<file path="src/rtl/ows_pkg.sv">
// Shared types, constants and the CRC-8 step for the 1-Wire ROM search block.
package ows_pkg;

    localparam int MAX_DEVICES = 8;
    localparam int CODE_BITS   = 64;
    localparam int CRC_BITS    = 56;
    localparam int CNT_W       = $clog2(MAX_DEVICES + 1);

    localparam logic [7:0] CRC_POLY     = 8'h8C;
    localparam logic [7:0] FAMILY_RESET = 8'h28;

    typedef logic [CNT_W-1:0] t_count;

    typedef enum logic [1:0] {
        PH_IDLE     = 2'd0,
        PH_PRESENCE = 2'd1,
        PH_BITS     = 2'd2
    } t_phase;

    typedef enum logic [1:0] {
        K_START    = 2'd0,
        K_PRESENCE = 2'd1,
        K_BIT      = 2'd2,
        K_UNUSED   = 2'd3
    } t_kind;

    typedef enum logic [2:0] {
        ST_BIT      = 3'd0,
        ST_READY    = 3'd1,
        ST_STORED   = 3'd2,
        ST_OTHER    = 3'd3,
        ST_CRC      = 3'd4,
        ST_CONFLICT = 3'd5,
        ST_NOPRES   = 3'd6,
        ST_IGNORED  = 3'd7
    } t_status;

    typedef struct packed {
        t_kind kind;
        logic  presence;
        logic  id_bit;
        logic  comp_bit;
    } t_item;

    typedef struct packed {
        logic        write_bit;
        t_status     status;
        logic [63:0] rom_code;
        logic [2:0]  device_index;
        logic [3:0]  devices_found;
        logic        search_over;
    } t_result;

    function automatic logic [7:0] crc_step(input logic [7:0] crc, input logic b);
        logic [7:0] sh;
        sh = {1'b0, crc[7:1]};
        return (crc[0] ^ b) ? (sh ^ CRC_POLY) : sh;
    endfunction

endpackage

</file>
<file path="src/rtl/ows_core.sv">
// Search state and the combinational decision for one registered request.
module ows_core (
    input  logic             i_clk,
    input  logic             i_rst_n,
    input  logic             i_fire,
    input  ows_pkg::t_item   i_item,
    input  logic [7:0]       i_family,
    output ows_pkg::t_result o_result
);

    ows_pkg::t_phase   r_phase, n_phase;
    logic [63:0]       r_code, n_code;
    logic [63:0]       r_prev, n_prev;
    logic [6:0]        r_ld, n_ld;
    logic [6:0]        r_lzp, n_lzp;
    logic [6:0]        r_pos, n_pos;
    logic [7:0]        r_crc, n_crc;
    ows_pkg::t_count   r_found, n_found;

    logic [6:0]        pos_m1;
    logic [5:0]        sh;
    logic              disc;
    logic              conflict;
    logic              dir;
    logic [63:0]       code_set;
    logic [7:0]        crc_upd;
    logic [6:0]        lzp_upd;
    logic              last_bit;
    logic              crc_ok;
    logic              fam_hit;
    ows_pkg::t_count   found_inc;
    ows_pkg::t_count   found_after;
    logic [6:0]        ld_after;
    logic              end_after;
    logic [ows_pkg::CNT_W+3:0] found_ext;
    logic [ows_pkg::CNT_W+3:0] idx_ext;

    always_comb begin
        pos_m1    = r_pos - 7'd1;
        sh        = pos_m1[5:0];
        disc      = !i_item.id_bit && !i_item.comp_bit;
        conflict  = i_item.id_bit && i_item.comp_bit;
        if (disc) begin
            if (r_pos < r_ld) begin
                dir = r_prev[sh];
            end else begin
                dir = (r_pos == r_ld);
            end
        end else begin
            dir = i_item.id_bit;
        end
        code_set  = r_code | ({63'd0, dir} << sh);
        crc_upd   = (r_pos <= 7'(ows_pkg::CRC_BITS)) ? ows_pkg::crc_step(r_crc, dir) : r_crc;
        lzp_upd   = (disc && !dir) ? r_pos : r_lzp;
        last_bit  = (r_pos == 7'(ows_pkg::CODE_BITS));
        crc_ok    = (code_set[63:56] == crc_upd);
        fam_hit   = (code_set[7:0] == i_family);
        found_inc = r_found + ows_pkg::t_count'(1);
        found_after = fam_hit ? found_inc : r_found;
        ld_after  = lzp_upd;
        end_after = (ld_after == 7'd0) ||
                    (found_after >= ows_pkg::t_count'(ows_pkg::MAX_DEVICES));
    end

    always_comb begin
        n_phase = r_phase;
        n_code  = r_code;
        n_prev  = r_prev;
        n_ld    = r_ld;
        n_lzp   = r_lzp;
        n_pos   = r_pos;
        n_crc   = r_crc;
        n_found = r_found;
        case (i_item.kind)
            ows_pkg::K_START: begin
                n_prev  = '0;
                n_ld    = '0;
                n_found = '0;
                n_phase = ows_pkg::PH_PRESENCE;
            end
            ows_pkg::K_PRESENCE: begin
                if (r_phase == ows_pkg::PH_PRESENCE) begin
                    if (!i_item.presence) begin
                        n_phase = ows_pkg::PH_IDLE;
                    end else begin
                        n_code  = '0;
                        n_lzp   = '0;
                        n_crc   = '0;
                        n_pos   = 7'd1;
                        n_phase = ows_pkg::PH_BITS;
                    end
                end
            end
            ows_pkg::K_BIT: begin
                if (r_phase == ows_pkg::PH_BITS) begin
                    if (conflict) begin
                        n_phase = ows_pkg::PH_IDLE;
                    end else begin
                        n_code = code_set;
                        n_lzp  = lzp_upd;
                        n_crc  = crc_upd;
                        if (!last_bit) begin
                            n_pos = r_pos + 7'd1;
                        end else begin
                            n_pos = 7'd1;
                            if (!crc_ok) begin
                                n_phase = ows_pkg::PH_IDLE;
                            end else begin
                                n_found = found_after;
                                n_prev  = code_set;
                                n_ld    = ld_after;
                                n_phase = end_after ? ows_pkg::PH_IDLE
                                                    : ows_pkg::PH_PRESENCE;
                            end
                        end
                    end
                end
            end
            default: begin
            end
        endcase
    end

    always_comb begin
        found_ext = {4'd0, n_found};
        idx_ext   = {4'd0, r_found};
        o_result = '0;
        o_result.status        = ows_pkg::ST_IGNORED;
        o_result.devices_found = found_ext[3:0];
        case (i_item.kind)
            ows_pkg::K_START: begin
                o_result.status = ows_pkg::ST_READY;
            end
            ows_pkg::K_PRESENCE: begin
                if (r_phase == ows_pkg::PH_PRESENCE) begin
                    if (!i_item.presence) begin
                        o_result.status      = ows_pkg::ST_NOPRES;
                        o_result.search_over = 1'b1;
                    end else begin
                        o_result.status = ows_pkg::ST_READY;
                    end
                end
            end
            ows_pkg::K_BIT: begin
                if (r_phase == ows_pkg::PH_BITS) begin
                    if (conflict) begin
                        o_result.status      = ows_pkg::ST_CONFLICT;
                        o_result.search_over = 1'b1;
                    end else if (!last_bit) begin
                        o_result.write_bit = dir;
                        o_result.status    = ows_pkg::ST_BIT;
                    end else begin
                        o_result.write_bit = dir;
                        o_result.rom_code  = code_set;
                        if (!crc_ok) begin
                            o_result.status      = ows_pkg::ST_CRC;
                            o_result.search_over = 1'b1;
                        end else begin
                            o_result.search_over = end_after;
                            if (fam_hit) begin
                                o_result.status       = ows_pkg::ST_STORED;
                                o_result.device_index = idx_ext[2:0];
                            end else begin
                                o_result.status = ows_pkg::ST_OTHER;
                            end
                        end
                    end
                end
            end
            default: begin
            end
        endcase
    end

    always_ff @(posedge i_clk) begin
        if (!i_rst_n) begin
            r_phase <= ows_pkg::PH_IDLE;
            r_code  <= '0;
            r_prev  <= '0;
            r_ld    <= '0;
            r_lzp   <= '0;
            r_pos   <= 7'd1;
            r_crc   <= '0;
            r_found <= '0;
        end else if (i_fire) begin
            r_phase <= n_phase;
            r_code  <= n_code;
            r_prev  <= n_prev;
            r_ld    <= n_ld;
            r_lzp   <= n_lzp;
            r_pos   <= n_pos;
            r_crc   <= n_crc;
            r_found <= n_found;
        end
    end

    a_pos_range: assert property (@(posedge i_clk) disable iff (!i_rst_n)
        (r_pos != 7'd0) && (r_pos <= 7'(ows_pkg::CODE_BITS)))
        else $error("Bit position left its range.");

    a_found_cap: assert property (@(posedge i_clk) disable iff (!i_rst_n)
        r_found <= ows_pkg::t_count'(ows_pkg::MAX_DEVICES))
        else $error("Device count exceeded its limit.");

    a_store_counts: assert property (@(posedge i_clk) disable iff (!i_rst_n)
        (i_fire && o_result.status == ows_pkg::ST_STORED)
        |=> (r_found == $past(r_found) + ows_pkg::t_count'(1)))
        else $error("A stored device was not counted.");

    a_over_idle: assert property (@(posedge i_clk) disable iff (!i_rst_n)
        (i_fire && o_result.search_over) |=> (r_phase == ows_pkg::PH_IDLE))
        else $error("Search reported over but did not return to idle.");

endmodule

</file>
<file path="src/rtl/onewire_rom_search.sv">
// Top level of the 1-Wire ROM search master: request register, core and result register.
//
//  Channel  | Direction | Handshake                  | Payload
//  ---------+-----------+----------------------------+----------------------------------
//  in       | input     | i_in_valid / o_in_ready    | i_kind, i_presence, i_id_bit, i_comp_bit
//  out      | output    | o_out_valid / i_out_ready  | o_write_bit, o_status, o_rom_code,
//           |           |                            | o_device_index, o_devices_found,
//           |           |                            | o_search_over
//  cfg      | input     | i_cfg_we                   | i_cfg_wdata (wanted family)
//
// Every request gives exactly one result; it passes from the request register
// into the result register once the result register is free.
// One request per cycle is sustained while i_out_ready stays high; the core decision sits between the
// request register and the result register.
// Reset is synchronous and active low; it returns the search to idle and the
// wanted family to 0x28.
// A stalled result register holds the request register, which then drops o_in_ready.
module onewire_rom_search (
    input  logic        i_clk,
    input  logic        i_rst_n,
    input  logic        i_in_valid,
    output logic        o_in_ready,
    input  logic [1:0]  i_kind,
    input  logic        i_presence,
    input  logic        i_id_bit,
    input  logic        i_comp_bit,
    output logic        o_out_valid,
    input  logic        i_out_ready,
    output logic        o_write_bit,
    output logic [2:0]  o_status,
    output logic [63:0] o_rom_code,
    output logic [2:0]  o_device_index,
    output logic [3:0]  o_devices_found,
    output logic        o_search_over,
    input  logic        i_cfg_we,
    input  logic [7:0]  i_cfg_wdata
);

    logic             r_in_valid;
    ows_pkg::t_item   r_item;
    logic             r_out_valid;
    ows_pkg::t_result r_result;
    logic [7:0]       r_family;
    logic             advance;
    ows_pkg::t_result core_result;

    assign advance    = r_in_valid && (!r_out_valid || i_out_ready);
    assign o_in_ready = !r_in_valid || advance;

    always_ff @(posedge i_clk) begin
        if (!i_rst_n) begin
            r_in_valid <= 1'b0;
        end else if (o_in_ready) begin
            r_in_valid <= i_in_valid;
        end
    end

    always_ff @(posedge i_clk) begin
        if (i_in_valid && o_in_ready) begin
            r_item <= '{kind: ows_pkg::t_kind'(i_kind), presence: i_presence,
                        id_bit: i_id_bit, comp_bit: i_comp_bit};
        end
    end

    always_ff @(posedge i_clk) begin
        if (!i_rst_n) begin
            r_family <= ows_pkg::FAMILY_RESET;
        end else if (i_cfg_we) begin
            r_family <= i_cfg_wdata;
        end
    end

    ows_core u_core (
        .i_clk    (i_clk),
        .i_rst_n  (i_rst_n),
        .i_fire   (advance),
        .i_item   (r_item),
        .i_family (r_family),
        .o_result (core_result)
    );

    always_ff @(posedge i_clk) begin
        if (!i_rst_n) begin
            r_out_valid <= 1'b0;
        end else if (advance) begin
            r_out_valid <= 1'b1;
        end else if (i_out_ready) begin
            r_out_valid <= 1'b0;
        end
    end

    always_ff @(posedge i_clk) begin
        if (advance) begin
            r_result <= core_result;
        end
    end

    assign o_out_valid     = r_out_valid;
    assign o_write_bit     = r_result.write_bit;
    assign o_status        = r_result.status;
    assign o_rom_code      = r_result.rom_code;
    assign o_device_index  = r_result.device_index;
    assign o_devices_found = r_result.devices_found;
    assign o_search_over   = r_result.search_over;

endmodule
</file>
<file path="config.mk">
export PLATFORM = sky130hd
export DESIGN_NAME = onewire_rom_search
export DESIGN_NICKNAME = d
export VERILOG_FILES = /design/src/rtl/ows_pkg.sv /design/src/rtl/ows_core.sv /design/src/rtl/onewire_rom_search.sv
export SDC_FILE = /design/constraint.sdc
export NUM_CORES = 1
export LEC_CHECK = 0
export BUFFER_PORTS_ARGS = -buffer_cell sky130_fd_sc_hd__buf_2
export CORE_MARGIN = 4
export CORE_UTILIZATION = 45
export CTS_BUF_LIST = sky130_fd_sc_hd__clkbuf_4 sky130_fd_sc_hd__clkbuf_8
export CTS_CLUSTER_SIZE = 24
export DETAILED_ROUTE_END_ITERATION = 6
export PLACE_DENSITY = 0.59
export SYNTH_ARGS = -nofsm -noshare
export SYNTH_HDL_FRONTEND = slang
export SYNTH_SLANG_ARGS = --single-unit
export TNS_END_PERCENT = 50
</file>
<file path="constraint.sdc">
create_clock -name i_clk -period 6.3 [get_ports i_clk]
set_input_delay 0.945 -clock i_clk [delete_from_list [all_inputs] [get_ports i_clk]]
set_output_delay 0.945 -clock i_clk [all_outputs]
set_load 0.01 [all_outputs]
</file>
==> results.sh <==
export IMPL_busiest_layer="met2"
export IMPL_path_class="flop to flop"
export IMPL_finalSetupViolations=0
export IMPL_critical_path_arrival_ps=6290
export IMPL_slowest_stage="mux4_1"
export IMPL_cts_setup_buffers=0
export IMPL_grt_total_usage_pct=20.9
export IMPL_core_um2=24400
export IMPL_path_clk_slew_ps=60
export IMPL_drcViolationCount=0
export IMPL_layout_nets=1229
export IMPL_skew_ps=29.0
export IMPL_async_flop_share_pct=0
export IMPL_top_level_ports=96
export IMPL_cp_end_kind="flop"
export IMPL_cts_tree="yes"
export IMPL_cp_data_required_time_ps=6750
export IMPL_setup_tns_ps=0
export IMPL_yosysWarnings=0
export IMPL_layout_commonest_cell="nor2_1"
export IMPL_via_count=8709
export IMPL_antenna_found_initial=0
export IMPL_ys_flop_type="dfxtp_1"
export IMPL_final_cell_mix="nor2_1 (179), dfxtp_1 (173), a21oi_1 (143), buf_2 (95), edfxtp_1 (81)"
export IMPL_fin_crit_ps=5840
export IMPL_wirelength_mm=29.2
export IMPL_slew_headroom_pct=36.7
export IMPL_hpwl_mm=19.3
export IMPL_drive_gt1_share_pct=19.0
export IMPL_die_y_um=166
export IMPL_n_antenna_cell=0
export IMPL_fmax_ghz=0.171
export IMPL_power_density_nw_per_um2=264
export IMPL_placed_area_um2=12000
export IMPL_cts_resized=0
export IMPL_ys_seq_elements=254
export IMPL_numCtsBuffers=41
export IMPL_slew_viol_final=0
export IMPL_syn_inst=1101
export IMPL_rsz0062_at_grt="false"
export IMPL_hp_class="flop to flop"
export IMPL_met1_usage_pct=29.9
export IMPL_ant_nets=0
export IMPL_finalHoldViolCount=0
export IMPL_grt_ovfl_total=0
export IMPL_grt_pass1_wl_mm=47.2
export IMPL_io_buffers=95
export IMPL_cts_hold_buf=0
export IMPL_cp_cell_sequence="clkinv_1 -> ha_1 -> xor2_4 -> mux4_1 -> mux2i_1 -> o32ai_1 -> nor4_4 -> a221oi_4 -> buf_4 -> a21oi_1 -> o31ai_1 -> and4_1 -> and3_1 -> o22ai_4 -> buf_12 -> o2bb2ai_1"
export IMPL_grt_met2_usage_pct=32.9
export IMPL_clock_path_buffers=3
export IMPL_syn_area_um2=11200
export IMPL_p_leak_nw=4.51
export IMPL_ys_seq_area_share_pct=52.6
export IMPL_routedWlPerCell_um=18.8
export IMPL_place_gp_congestion=0.866
export IMPL_synth_cell_types=82
export IMPL_start_kind="flop"
export IMPL_final_util_pct=52.6
export IMPL_clk_latency_ps=540
export IMPL_cts_root_buf="clkbuf_8"
export IMPL_die_x_um=166
export IMPL_h_tree_depth=2
export IMPL_use_met3_pct=3.62
export IMPL_drt_pass1_iterations=5
export IMPL_die_area_um2=27500
export IMPL_drt_iter0_drc=742
export IMPL_peakVddDrop_uv=155
export IMPL_synth_edf_count=81
export IMPL_fin_cells=1552
export IMPL_post_drt_via_cell_ratio=5.61
export IMPL_grt_max_degree=72
export IMPL_place_inst=1477
export IMPL_fin_crit_sh_pct=92.7
export IMPL_grt_pass1_vias=8488
export IMPL_max_cap_violations=0
export IMPL_slowest_delay_ps=640
export IMPL_tightest_slew_ps=943
export IMPL_fin_area_um2=12800
export IMPL_crit_family="compound AO/OA/AOI/OAI gates"
export IMPL_path_buf_inv=3
export IMPL_start_util_pct=45.9
export IMPL_outcome="finished, final reports clean"
export IMPL_rows=57
export IMPL_cts_sinks=254
export IMPL_critPathMaxFanout=56
export IMPL_syn_nets=1134
export IMPL_syn_avg_cell_area_um2=10.2
export IMPL_area_delta_synth_final_pct=14.6
[per-stage QoR]
step	power [mW]	hold WS [ps]	setup WS, ps
finish	3.39	457	459
global route	3.53	469	54.8
floorplan	1.92	424	1540
detailed placement	2.00	442	555
global placement	2.00	440	744
CTS	3.42	460	515
[power by group]
group / internal, mW / switching [mW]
Combinational: 0.0724 / 0.158
Clock: 0.778 / 0.648
Sequential: 1.72 / 0.0137
[worst register-to-register path, stage by stage (launching register included)]
cell and delay, ps:
dfxtp_1 330, clkinv_1 260, ha_1 410, xor2_4 510, mux4_1 640, mux2i_1 240, o32ai_1 180, nor4_4 610
a221oi_4 180, buf_4 240, a21oi_1 340, o31ai_1 120, and4_1 330, and3_1 300, o22ai_4 520, buf_12 340
o2bb2ai_1 210
[synth_stat cells, types with 8 or more instances]
| master | n | area share, % |
|---|---|---|
| nor2_1 | 179 | 6.0 |
| dfxtp_1 | 173 | 31 |
| a21oi_1 | 143 | 6.4 |
| edfxtp_1 | 81 | 22 |
| o2bb2ai_1 | 70 | 5.5 |
| nand2_1 | 51 | 1.7 |
| clkbuf_1 | 42 | 1.4 |
| inv_1 | 26 | 0.87 |
| mux2i_1 | 21 | 1.9 |
| o21ai_0 | 21 | 0.94 |
| nand3_1 | 18 | 0.80 |
| nor3_1 | 18 | 0.80 |
| nand2b_1 | 16 | 0.89 |
| ha_1 | 15 | 1.7 |
| nor2b_1 | 15 | 0.84 |
| and2_1 | 14 | 0.78 |
| buf_2 | 14 | 0.63 |
| nor4_1 | 12 | 0.67 |
| and3_1 | 11 | 0.61 |
| mux4_2 | 10 | 2.0 |
| a211oi_1 | 8 | 0.54 |
| a22oi_1 | 8 | 0.54 |
| xor2_1 | 8 | 0.63 |
[layer usage]
layer | wire length (um) | part of all wire [%]
met1 | 13800 | 47
met2 | 13200 | 45
met3 | 1640 | 5.6
met4 | 547 | 1.9
met5 | 0 | 0
[flip-flops by register name, indices dropped and copies added (netlist names), 7 cells and up]
| name | cells |
|---|---|
| u_core.r_crc | 8 |
| r_family | 8 |
| o_rom_code | 64 |
| u_core.r_prev | 64 |
| u_core.r_code | 64 |
| u_core.r_ld | 7 |
| u_core.r_lzp | 7 |
| u_core.r_pos | 7 |
[layout make-up]
class	count	area [um^2]
Clock buffer	61	758
Sequential cell	254	5900
Clock inverter	14	75.1
Multi-Input combinational cell	749	4910
Inverter	29	110
Fill cell	2267	11600
Tap cell	324	405
Timing Repair Buffer	121	683
[path summary, 6_finish.rpt]
check | cells past startpoint | end | startpoint | slack (ps)
max reg2reg | 16 | u_core.r_prev[12] | u_core.r_pos[0] | 460
max | 16 | u_core.r_prev[12] | u_core.r_pos[0] | 460
min | 1 | u_core.r_prev[43] | u_core.r_prev[43] | 460
min reg2reg | 1 | u_core.r_prev[43] | u_core.r_prev[43] | 460
[kinds of logic after synthesis]
kind of cell / synth area share [%]
xor+xnor: 2.01
simple gates: 15.2
buf+inv: 3.97
flops: 52.6
compound gates: 19.2
fa+ha+maj: 1.67
mux: 5.36
Note: power is estimated with default switching activity, not from simulation.
